File: src/hw/rtl/gpio_interrupt_register_block_macros.svh
// Assertion helpers, clocked on clk and quiet while arst_n is low
`ifndef GPIO_INTERRUPT_REGISTER_BLOCK_MACROS_SVH
`define GPIO_INTERRUPT_REGISTER_BLOCK_MACROS_SVH

`define GIRB_ASSERT_IMP(lbl, ante, cons, msg) \
	lbl: assert property (@(posedge clk) disable iff (!arst_n) (ante) |-> (cons)) \
		else $error(msg);

`define GIRB_ASSERT_NXT(lbl, ante, cons, msg) \
	lbl: assert property (@(posedge clk) disable iff (!arst_n) (ante) |=> (cons)) \
		else $error(msg);

`endif

File: src/hw/rtl/gir_pkg.sv
`default_nettype none
package gir_pkg;

	typedef enum logic [1:0] {
		OP_READ  = 2'd0,
		OP_WRITE = 2'd1,
		OP_PIN   = 2'd2,
		OP_NOP   = 2'd3
	} op_t;

	localparam int LOW_BITS  = 32;
	localparam int HIGH_BITS = 8;
	localparam int MAX_PINS  = 40;

	localparam logic [11:0] ADDR_OUT        = 12'h004;
	localparam logic [11:0] ADDR_OUT_SET    = 12'h008;
	localparam logic [11:0] ADDR_OUT_CLR    = 12'h00C;
	localparam logic [11:0] ADDR_EN         = 12'h020;
	localparam logic [11:0] ADDR_EN_SET     = 12'h024;
	localparam logic [11:0] ADDR_EN_CLR     = 12'h028;
	localparam logic [11:0] ADDR_STRAP      = 12'h038;
	localparam logic [11:0] ADDR_IN_LOW     = 12'h03C;
	localparam logic [11:0] ADDR_IN_HIGH    = 12'h040;
	localparam logic [11:0] ADDR_STAT_LOW   = 12'h044;
	localparam logic [11:0] ADDR_STAT_L_SET = 12'h048;
	localparam logic [11:0] ADDR_STAT_L_CLR = 12'h04C;
	localparam logic [11:0] ADDR_STAT_HIGH  = 12'h050;
	localparam logic [11:0] ADDR_STAT_H_SET = 12'h054;
	localparam logic [11:0] ADDR_STAT_H_CLR = 12'h058;
	localparam logic [11:0] ADDR_APP_LOW    = 12'h060;
	localparam logic [11:0] ADDR_PRO_LOW    = 12'h068;
	localparam logic [11:0] ADDR_APP_HIGH   = 12'h074;
	localparam logic [11:0] ADDR_PRO_HIGH   = 12'h07C;
	localparam logic [11:0] CFG_BASE        = 12'h088;
	localparam logic [11:0] CFG_END         = 12'h130;

	localparam int WIN_SLOTS = int'((CFG_END - CFG_BASE) >> 2);

	localparam int TRIG_LSB    = 7;
	localparam int PRO_EN_BIT  = 15;
	localparam int APP_EN_BIT  = 13;

	localparam logic [2:0] TRIG_RISE = 3'd1;
	localparam logic [2:0] TRIG_FALL = 3'd2;
	localparam logic [2:0] TRIG_ANY  = 3'd3;
	localparam logic [2:0] TRIG_LOW  = 3'd4;
	localparam logic [2:0] TRIG_HIGH = 3'd5;

	localparam logic [0:0] CFG_STRAP_DEFAULT = 1'b0;

	localparam logic [31:0] STRAP_RST   = 32'd18;
	localparam logic [31:0] IN_LOW_RST  = 32'h0000_0001;
	localparam logic [7:0]  IN_HIGH_RST = 8'h08;

	typedef struct packed {
		op_t         op;
		logic [11:0] address;
		logic [31:0] write_data;
		logic [5:0]  pin_index;
		logic        pin_level;
	} item_t;

	typedef struct packed {
		logic [31:0] out_val;
		logic [31:0] out_en;
		logic [31:0] strap;
		logic [31:0] in_low;
		logic [7:0]  in_high;
		logic [31:0] stat_low;
		logic [31:0] stat_high;
		logic [31:0] pro_low;
		logic [31:0] app_low;
		logic [7:0]  pro_high;
		logic [7:0]  app_high;
		logic        irq;
	} state_t;

	typedef struct packed {
		logic [31:0] read_data;
		logic        irq;
		logic [31:0] drive;
		logic [31:0] drive_mask;
		logic [31:0] dir;
		logic [31:0] dir_mask;
		logic        sync;
		logic        win_rd;
	} res_t;

endpackage
`default_nettype wire

File: src/hw/rtl/gir_ram.sv
`default_nettype none
module gir_ram #(
	parameter int WIDTH = 32,
	parameter int DEPTH = 40
) (
	input  wire logic                     clk,
	input  wire logic                     we,
	input  wire logic                     re,
	input  wire logic [$clog2(DEPTH)-1:0] addr,
	input  wire logic [WIDTH-1:0]         wdata,
	output logic      [WIDTH-1:0]         rdata
);

	logic [WIDTH-1:0] mem_q [DEPTH];

	always_ff @(posedge clk) begin
		if (we) begin
			mem_q[addr] <= wdata;
		end
		if (re) begin
			rdata <= mem_q[addr];
		end
	end

endmodule
`default_nettype wire

File: src/hw/rtl/gir_trig.sv
`default_nettype none
module gir_trig
	import gir_pkg::*;
#(
	parameter int SLOTS = 40,
	parameter int SW    = 6
) (
	input  wire logic                   clk,
	input  wire logic                   arst_n,
	input  wire logic                   we,
	input  wire logic [SW-1:0]          slot,
	input  wire logic [31:0]            wdata,
	output logic      [SLOTS-1:0][2:0]  kind_q,
	output logic      [SLOTS-1:0]       pro_en_q,
	output logic      [SLOTS-1:0]       app_en_q,
	output logic      [SLOTS-1:0]       valid_q
);

	always_ff @(posedge clk or negedge arst_n) begin
		if (!arst_n) begin
			kind_q   <= '0;
			pro_en_q <= '0;
			app_en_q <= '0;
			valid_q  <= '0;
		end else if (we) begin
			kind_q[slot]   <= wdata[TRIG_LSB +: 3];
			pro_en_q[slot] <= wdata[PRO_EN_BIT];
			app_en_q[slot] <= wdata[APP_EN_BIT];
			valid_q[slot]  <= 1'b1;
		end
	end

endmodule
`default_nettype wire

File: src/hw/rtl/gir_step.sv
`default_nettype none
module gir_step
	import gir_pkg::*;
#(
	parameter int SLOTS = 40,
	parameter int SW    = 6
) (
	input  wire item_t                 item,
	input  wire state_t                st,
	input  wire logic [SLOTS-1:0][2:0] kind,
	input  wire logic [SLOTS-1:0]      pro_en,
	input  wire logic [SLOTS-1:0]      app_en,
	output state_t                     st_nx,
	output res_t                       res,
	output logic                       win_hit,
	output logic [SW-1:0]              win_slot
);

	localparam int EVT_PINS = (SLOTS < MAX_PINS) ? SLOTS : MAX_PINS;

	logic [11:0]          off;
	logic [9:0]           n;
	logic [LOW_BITS-1:0]  hold_low;
	logic [HIGH_BITS-1:0] hold_high;
	logic                 pin_ok;
	logic [SW-1:0]        pidx;
	logic                 is_high;
	logic [2:0]           hb;
	logic [4:0]           lb;
	logic                 prev_lvl;
	logic                 fire;
	logic [2:0]           pk;
	logic [31:0]          v;
	logic [31:0]          dmask;

	assign off      = item.address - CFG_BASE;
	assign n        = off[11:2];
	assign win_hit  = (item.address >= CFG_BASE) && (item.address < CFG_END) &&
		(n < 10'(SLOTS));
	assign win_slot = n[SW-1:0];

	for (genvar i = 0; i < LOW_BITS; i++) begin : g_hold_low
		assign hold_low[i] = ((kind[i] == TRIG_LOW) && !st.in_low[i]) ||
			((kind[i] == TRIG_HIGH) && st.in_low[i]);
	end

	for (genvar j = 0; j < HIGH_BITS; j++) begin : g_hold_high
		if (j + LOW_BITS < EVT_PINS) begin : g_pin
			assign hold_high[j] = ((kind[j+LOW_BITS] == TRIG_LOW) && !st.in_high[j]) ||
				((kind[j+LOW_BITS] == TRIG_HIGH) && st.in_high[j]);
		end else begin : g_none
			assign hold_high[j] = 1'b0;
		end
	end

	assign pin_ok   = item.pin_index < 6'(EVT_PINS);
	assign pidx     = item.pin_index[SW-1:0];
	assign is_high  = item.pin_index[5];
	assign hb       = item.pin_index[2:0];
	assign lb       = item.pin_index[4:0];
	assign prev_lvl = is_high ? st.in_high[hb] : st.in_low[lb];
	assign v        = item.write_data;

	always_comb begin
		pk = '0;
		if (pin_ok) begin
			pk = kind[pidx];
		end
		unique case (pk)
			TRIG_RISE: fire = item.pin_level && !prev_lvl;
			TRIG_FALL: fire = !item.pin_level && prev_lvl;
			TRIG_ANY:  fire = item.pin_level != prev_lvl;
			TRIG_LOW:  fire = !item.pin_level;
			TRIG_HIGH: fire = item.pin_level;
			default:   fire = 1'b0;
		endcase
	end

	always_comb begin
		st_nx = st;
		res   = '0;
		dmask = '0;
		unique case (item.op)
			OP_READ: begin
				res.win_rd = win_hit;
				if (!win_hit) begin
					unique case (item.address)
						ADDR_OUT:       res.read_data = st.out_val;
						ADDR_EN:        res.read_data = st.out_en;
						ADDR_STRAP:     res.read_data = st.strap;
						ADDR_IN_LOW: begin
							res.read_data = st.in_low;
							res.sync      = 1'b1;
						end
						ADDR_IN_HIGH: begin
							res.read_data = {24'd0, st.in_high};
							res.sync      = 1'b1;
						end
						ADDR_STAT_LOW:  res.read_data = st.stat_low;
						ADDR_STAT_HIGH: res.read_data = st.stat_high;
						ADDR_APP_LOW:   res.read_data = st.app_low;
						ADDR_PRO_LOW:   res.read_data = st.pro_low;
						ADDR_APP_HIGH:  res.read_data = {24'd0, st.app_high};
						ADDR_PRO_HIGH:  res.read_data = {24'd0, st.pro_high};
						default:        res.read_data = '0;
					endcase
				end
			end
			OP_WRITE: begin
				if (!win_hit) begin
					unique case (item.address)
						ADDR_OUT:        st_nx.out_val = v;
						ADDR_OUT_SET:    st_nx.out_val = st.out_val | v;
						ADDR_OUT_CLR:    st_nx.out_val = st.out_val & ~v;
						ADDR_EN:         st_nx.out_en = v;
						ADDR_EN_SET:     st_nx.out_en = st.out_en | v;
						ADDR_EN_CLR:     st_nx.out_en = st.out_en & ~v;
						ADDR_STRAP:      st_nx.strap = v;
						ADDR_STAT_LOW:   st_nx.stat_low = v;
						ADDR_STAT_L_SET: st_nx.stat_low = st.stat_low | v;
						ADDR_STAT_L_CLR: begin
							if (!(|(v & hold_low))) begin
								st_nx.stat_low = st.stat_low & ~v;
								st_nx.pro_low  = st.pro_low & ~v;
								st_nx.app_low  = st.app_low & ~v;
								st_nx.irq      = 1'b0;
							end
						end
						ADDR_STAT_HIGH:  st_nx.stat_high = v;
						ADDR_STAT_H_SET: st_nx.stat_high = st.stat_high | v;
						ADDR_STAT_H_CLR: begin
							if (!(|(v[HIGH_BITS-1:0] & hold_high))) begin
								st_nx.stat_high = st.stat_high & ~v;
								st_nx.pro_high  = st.pro_high & ~v[HIGH_BITS-1:0];
								st_nx.app_high  = st.app_high & ~v[HIGH_BITS-1:0];
								st_nx.irq       = 1'b0;
							end
						end
						default: ;
					endcase
				end
				dmask = ((st_nx.out_val ^ st.out_val) | (st_nx.out_en ^ st.out_en)) &
					st_nx.out_en;
				st_nx.in_low   = (st_nx.in_low & ~dmask) | (st_nx.out_val & dmask);
				res.drive_mask = dmask;
				res.dir_mask   = st_nx.out_en ^ st.out_en;
			end
			OP_PIN: begin
				if (pin_ok) begin
					if (is_high) begin
						st_nx.in_high[hb] = item.pin_level;
					end else begin
						st_nx.in_low[lb] = item.pin_level;
					end
					if (fire && pro_en[pidx]) begin
						st_nx.irq = 1'b1;
						if (is_high) begin
							st_nx.pro_high[hb] = 1'b1;
						end else begin
							st_nx.pro_low[lb] = 1'b1;
						end
					end
					if (fire && app_en[pidx]) begin
						st_nx.irq = 1'b1;
						if (is_high) begin
							st_nx.app_high[hb] = 1'b1;
						end else begin
							st_nx.app_low[lb] = 1'b1;
						end
					end
				end
			end
			default: ;
		endcase
		res.irq   = st_nx.irq;
		res.drive = st_nx.out_val;
		res.dir   = st_nx.out_en;
	end

endmodule
`default_nettype wire

File: src/hw/rtl/gpio_interrupt_register_block.sv
// Channel  Dir  Handshake          Payload
// s_       in   s_tvalid/s_tready  tuser: operation; tdata: address..pin_level
// m_       out  m_tvalid/m_tready  tdata: read_data..sync_request
// apb      in   psel/penable       strap_default where paddr[2] is 0
//
// One item per clock while the output is not stalled; an item waits in the input
// register and its result is loaded into the output register when it advances.
// Pin settings window reads come from the settings RAM's registered port.
// Reset puts control and register state to its reset values at once, with no sweep.
// A stalled output holds its item; the input register then takes one only if empty.
`default_nettype none
module gpio_interrupt_register_block
	import gir_pkg::*;
#(
	parameter int PIN_COUNT = 40
) (
	input  wire logic         clk,
	input  wire logic         arst_n,
	input  wire logic         s_tvalid,
	output logic              s_tready,
	// [11:0] address, [43:12] write_data, [49:44] pin_index, [50] pin_level
	input  wire logic [55:0]  s_tdata,
	// [1:0] operation
	input  wire logic [1:0]   s_tuser,
	output logic              m_tvalid,
	input  wire logic         m_tready,
	// [31:0] read_data, [32] irq_level, [64:33] drive_levels,
	// [96:65] drive_update_mask, [128:97] direction_levels,
	// [160:129] direction_update_mask, [161] sync_request
	output logic      [167:0] m_tdata,
	input  wire logic         psel,
	input  wire logic         penable,
	input  wire logic         pwrite,
	input  wire logic [2:0]   paddr,
	input  wire logic [31:0]  pwdata,
	output logic      [31:0]  prdata,
	output logic              pready
);

	localparam int SLOTS = (PIN_COUNT < WIN_SLOTS) ? PIN_COUNT : WIN_SLOTS;
	localparam int SW    = $clog2(SLOTS);

	item_t                 item_s1;
	logic                  valid_s1;
	res_t                  res_s2;
	logic                  valid_s2;
	state_t                st_q;
	state_t                st_nx;
	res_t                  res;
	res_t                  res_in;
	logic [31:0]           strap_default_q;
	logic                  advance;
	logic                  cfg_wr;
	logic                  win_hit;
	logic [SW-1:0]         win_slot;
	logic [SLOTS-1:0][2:0] kind_q;
	logic [SLOTS-1:0]      pro_en_q;
	logic [SLOTS-1:0]      app_en_q;
	logic [SLOTS-1:0]      valid_q;
	logic                  win_we;
	logic                  win_re;
	logic [31:0]           ram_rdata;

	assign pready   = 1'b1;
	assign cfg_wr   = psel && penable && pwrite && pready &&
		(paddr[2:2] == CFG_STRAP_DEFAULT);
	assign prdata   = (paddr[2:2] == CFG_STRAP_DEFAULT) ? strap_default_q : '0;

	assign advance  = valid_s1 && (!valid_s2 || m_tready);
	assign s_tready = !valid_s1 || advance;
	assign m_tvalid = valid_s2;

	always_ff @(posedge clk or negedge arst_n) begin
		if (!arst_n) begin
			valid_s1 <= 1'b0;
			valid_s2 <= 1'b0;
		end else begin
			if (s_tready) begin
				valid_s1 <= s_tvalid;
			end
			if (!valid_s2 || m_tready) begin
				valid_s2 <= valid_s1;
			end
		end
	end

	always_ff @(posedge clk) begin
		if (s_tvalid && s_tready) begin
			item_s1.op         <= op_t'(s_tuser);
			item_s1.address    <= s_tdata[11:0];
			item_s1.write_data <= s_tdata[43:12];
			item_s1.pin_index  <= s_tdata[49:44];
			item_s1.pin_level  <= s_tdata[50];
		end
		if (advance) begin
			res_s2 <= res_in;
		end
	end

	always_ff @(posedge clk or negedge arst_n) begin
		if (!arst_n) begin
			strap_default_q <= STRAP_RST;
			st_q            <= '{
				out_val:   '0,
				out_en:    '0,
				strap:     STRAP_RST,
				in_low:    IN_LOW_RST,
				in_high:   IN_HIGH_RST,
				stat_low:  '0,
				stat_high: '0,
				pro_low:   '0,
				app_low:   '0,
				pro_high:  '0,
				app_high:  '0,
				irq:       1'b0
			};
		end else if (cfg_wr) begin
			strap_default_q <= pwdata;
			st_q.strap      <= pwdata;
		end else if (advance) begin
			st_q <= st_nx;
		end
	end

	gir_step #(
		.SLOTS(SLOTS),
		.SW   (SW)
	) u_step (
		.item    (item_s1),
		.st      (st_q),
		.kind    (kind_q),
		.pro_en  (pro_en_q),
		.app_en  (app_en_q),
		.st_nx   (st_nx),
		.res     (res),
		.win_hit (win_hit),
		.win_slot(win_slot)
	);

	always_comb begin
		res_in        = res;
		res_in.win_rd = res.win_rd && valid_q[win_slot];
	end

	assign win_we = advance && (item_s1.op == OP_WRITE) && win_hit;
	assign win_re = advance && (item_s1.op == OP_READ) && win_hit;

	gir_trig #(
		.SLOTS(SLOTS),
		.SW   (SW)
	) u_trig (
		.clk     (clk),
		.arst_n  (arst_n),
		.we      (win_we),
		.slot    (win_slot),
		.wdata   (item_s1.write_data),
		.kind_q  (kind_q),
		.pro_en_q(pro_en_q),
		.app_en_q(app_en_q),
		.valid_q (valid_q)
	);

	gir_ram #(
		.WIDTH(32),
		.DEPTH(SLOTS)
	) u_settings (
		.clk  (clk),
		.we   (win_we),
		.re   (win_re),
		.addr (win_slot),
		.wdata(item_s1.write_data),
		.rdata(ram_rdata)
	);

	assign m_tdata[31:0]    = res_s2.win_rd ? ram_rdata : res_s2.read_data;
	assign m_tdata[32]      = res_s2.irq;
	assign m_tdata[64:33]   = res_s2.drive;
	assign m_tdata[96:65]   = res_s2.drive_mask;
	assign m_tdata[128:97]  = res_s2.dir;
	assign m_tdata[160:129] = res_s2.dir_mask;
	assign m_tdata[161]     = res_s2.sync;
	assign m_tdata[167:162] = '0;

`include "gpio_interrupt_register_block_macros.svh"

	`GIRB_ASSERT_IMP(a_stall_means_busy, !s_tready, valid_s1, "input stalled while empty")
	`GIRB_ASSERT_IMP(a_result_tracks_state, valid_s2 && !cfg_wr, (res_s2.irq == st_q.irq) && (res_s2.drive == st_q.out_val) && (res_s2.dir == st_q.out_en), "result out of step with state")
	`GIRB_ASSERT_IMP(a_irq_drop_on_write, advance && st_q.irq && !st_nx.irq, item_s1.op == OP_WRITE, "irq dropped by a non-write item")
	`GIRB_ASSERT_NXT(a_window_read_holds, m_tvalid && !m_tready && res_s2.win_rd, $stable(ram_rdata), "settings read data moved under stall")

endmodule
`default_nettype wire
File: config.mk
export PLATFORM = sky130hd
export DESIGN_NAME = gpio_interrupt_register_block
export DESIGN_NICKNAME = d
export VERILOG_FILES = /design/src/hw/rtl/gir_pkg.sv /design/src/hw/rtl/gir_ram.sv /design/src/hw/rtl/gir_trig.sv /design/src/hw/rtl/gir_step.sv /design/src/hw/rtl/gpio_interrupt_register_block.sv
export VERILOG_INCLUDE_DIRS = /design/src /design/src/hw/rtl
export SDC_FILE = /design/constraint.sdc
export NUM_CORES = 2
export LEC_CHECK = 0
export BUFFER_PORTS_ARGS = -buffer_cell sky130_fd_sc_hd__buf_2
export CAP_MARGIN = 20
export CORE_ASPECT_RATIO = 0.7
export CORE_MARGIN = 2
export CORE_UTILIZATION = 25
export CTS_BUF_LIST = sky130_fd_sc_hd__clkbuf_16
export DETAILED_ROUTE_END_ITERATION = 10
export PLACE_DENSITY_LB_ADDON = 0.08
export SLEW_MARGIN = 0
export SYNTH_ARGS = -nofsm -noshare
export SYNTH_HDL_FRONTEND = slang
export SYNTH_SLANG_ARGS = --single-unit
File: constraint.sdc
create_clock -name clk -period 22.2 [get_ports clk]
set_clock_uncertainty 0.15 [all_clocks]
set_input_delay 4.44 -clock clk [delete_from_list [all_inputs] [get_ports clk]]
set_output_delay 4.44 -clock clk [all_outputs]
set_load 0.005 [all_outputs]
==> results.md <==
* Detail Route Antenna Nets at 0
* Initial core utilization at 0.2515
* Crit Path Class: input port to primary output
* Hold buffer count at CTS at 0
* Initial antenna violation count at 41
* Hold Path Depth at 1
* Max Cap Viol at 0
* Wire per inst at between 30 and 40 um
* # DRC at 2
* Required time of the critical path at 17.61 ns
* Final Slew Violations at 0
* Max Clk Rate at around 0.10 GHz
* Worst Setup End Kind: primary output
* Clk sinks at 2083
* All-Layer GR Usage at 0.2161
* Overall Power at 9.017 mW
* Total number of vias at roughly 57000
* RSZ-0062 raised after global routing: false
* IO buf count at 288
* Initial DRC count at 7332
* Register area share after synthesis at 0.6611
* DPL Wire Length at 268200 um
* PwrDens at 85.96 nW/um2
* Reg clk slew, reported paths at approximately 0.060 ns
* CTS tree: built
* Final-stage net count at 6178
* Leak at 37.61 nW
* CP Launch Type: input port
* Post-synth top flop: edfxtp_1
* Crit share post-route at 0.4415
* Hold slack at 0.3108 ns
* Clock latency on the worst-skew pair at 0.91 ns
* Setup violators final at 0
* R2R cell count at 12
* Synth-to-Final Area Change at 16.00%
* Core Region at 359600 um2
* Synth async-reset ratio at 0.2664
* Die height at 507.2 um
* Clock buffer count from CTS at about 220
* Fin. Hold Viols at 0
* Register bit count reported by yosys at 2083
* Post-CTS Setup Bufs at 0
* Row count at 184
* Yosys cell types at 84
* Global-route wire length before repair at 537300 um
* Failing checks: design-rule violations
* Status: finished with violations
* Vias per cell at 5.177
* DP Worst Slack at approximately 12 ns
* Clock Tree Root: clkbuf_16
* Slack of the critical path at between 10 and 15 ns
* EDFF count, synth at 1528
* Final min period at 9.802 ns
* H-tree depth at 4
* IO Pins at a little over 300
* Largest net degree at the start of global routing at 137
* Die Area at 366600 um2
* Chip width at 722.8 um
* Post-Synthesis Cell Area at 90430 um2
* Syn Inst Count at roughly 5900
* Arrival time worst endpoint at 5.21 ns
* Syn_area_per_cell at ~15 um2
* Least-Margin Pin Slew at 1.401 ns
* PostCTS Resize Cnt at 0
* Setup_tns at 0 ns
* Maximum vdd drop at 0.05710 mV
* Layout cells sized above 1 at 0.2787
* Relative max-transition margin at 0.06619
* Pre-antenna DRT Iters at 9
* Number of global-route vias before repair at between 50000 and 60000
* Clock Tree Buf Depth at 4
* Worst Path Max Fanout at 33
* Worst hold path type: flop to flop
* GRT Residual Overflow at 0
* Layout fillers at 36200
* Reg-to-reg slack, setup at 16.14 ns
* YS warnings at 0
* GPL Wtd Cong at 0.9359
* Final wirelength at 406200 um
==> worst max-delay path: stages <==
cell and delay [ns]:
buf_2 0.49, nor2b_1 0.12, buf_2 0.16
==> cell usage after synthesis (9+ instances only) <==
library cell     n  area [um2]
edfxtp_1      1528       45880
and3_1          16       100.1
o31ai_1         12       90.09
mux4_2         407        9166
a2bb2oi_1       41       359.1
xnor2_1         55       481.7
nor3_1          80       400.4
a21o_1           9       67.56
a221oi_1        37       324.1
xor2_1          53       464.2
inv_1           73       274.0
dfrtp_1        549       13740
and2_1          24       150.1
buf_1           71       266.5
ha_1            10       125.1
a21oi_1        178       890.9
o21ai_0        314        1572
a2111oi_0       10       87.58
nor4_1          12       75.07
nor2_1         219       822.0
mux2_2         315        3547
buf_2           34       170.2
a31oi_1         78       488.0
a211oi_1        42       315.3
nand2b_1        31       193.9
nand2_1        367        1378
or2_2           28       175.2
buf_4          144        1081
a22oi_1        103       773.2
or3_1           32       200.2
nand3_1         54       270.3
a311o_1          9       90.09
o211ai_1        42       315.3
o22a_1          34       297.8
clkbuf_1       345        1295
nor3b_1         15       112.6
nor2b_1         54       337.8
o22ai_1         40       250.2
a22o_1         139        1217
mux2i_1        148        1481
o32a_1          11       110.1
==> logic make-up after synthesis <==
group           Yosys count  synth area share
simple gates            954           0.04863
compound gates         1161           0.08664
flops                  2083            0.6611
other cells               2        0.00008305
xor+xnor                108           0.01046
fa+ha+maj                10          0.001384
mux                     870            0.1570
buf+inv                 674           0.03476
==> cells in the final DEF (no fill, tap or decap), drive strengths merged, types with 26 or more instances in the layout <==
cell and n:
a31oi 78, or2 29, nand2 367, a21oi 179, o22a 34, inv 130, nor2 220, nand2b 31
a2bb2oi 41, buf 575, o211ai 42, nor2b 54, edfxtp 1528, mux4 407, o22ai 40, clkbuf 224
dfrtp 549, nor3 81, a211oi 42, and2 26, a221oi 37, a22o 139, xnor2 55, o21ai 317
a22oi 103, or3 32, xor2 53, clkinv 94, nand3 54, mux2i 148, mux2 315
==> power by group <==
| part | switching (mW) | internal (mW) |
|---|---|---|
| clock | 1.66 | 2.09 |
| sequential | 0.0818 | 4.28 |
| combinational | 0.632 | 0.274 |
==> path summary, 6_finish.rpt <==
path	startpoint	to
max	paddr[2]	prdata[13]
min	u_trig.valid_q[4]	u_trig.valid_q[4]
max reg2reg	item_s1[43]	u_settings.mem_q[0][24]
min reg2reg	u_trig.valid_q[4]	u_trig.valid_q[4]
max in group asynchronous	arst_n	u_trig.app_en_q[17]
min in group asynchronous	arst_n	st_q[227]
==> registers in the layout, summed over array words and instances (netlist names), named ones only <==
register / cells
u_trig.pro_en_q: 40
u_settings.mem_q: 1280
m_tvalid: 1
valid_s1: 1
m_tdata: 130
u_trig.valid_q: 40
item_s1: 53
strap_default_q: 32
u_settings.rdata: 32
u_trig.kind_q: 120
res_s2: 33
st_q: 249
u_trig.app_en_q: 40
==> routing by layer <==
layer  GRT usage  vias to the layer above  share of wire
met5    0.005566                        -        0.00079
met1      0.3368                    31410           0.49
li1            -                    23160              -
met2      0.2860                     2473           0.39
met4     0.04377                        8          0.022
met3     0.07042                      406          0.099
==> per-stage QoR <==
stage          std cells  utilization  instance area, um2
6_report           11100       0.2917              104900
2_1_floorplan       5867            -               90450
3_3_place_gp       10680       0.2718               97750
5_1_grt            11080       0.2916              104900
3_5_place_dp       10680       0.2719               97780
4_1_cts            11080       0.2914              104800
==> final cells by class <==
cell class | instances | area (um2) | area share
Tap cell | 4836 | 6051 | 0.05768
Sequential cell | 2083 | 59780 | 0.5699
Clock buffer | 224 | 5605 | 0.05344
Timing Repair Buffer | 575 | 3771 | 0.03595
Clock inverter | 178 | 1414 | 0.01348
Multi-Input combinational cell | 3110 | 27950 | 0.2665
Inverter | 76 | 285.3 | 0.002720
Antenna cell | 15 | 37.54 | 0.0003578
Power figures use the tool's default switching activity.
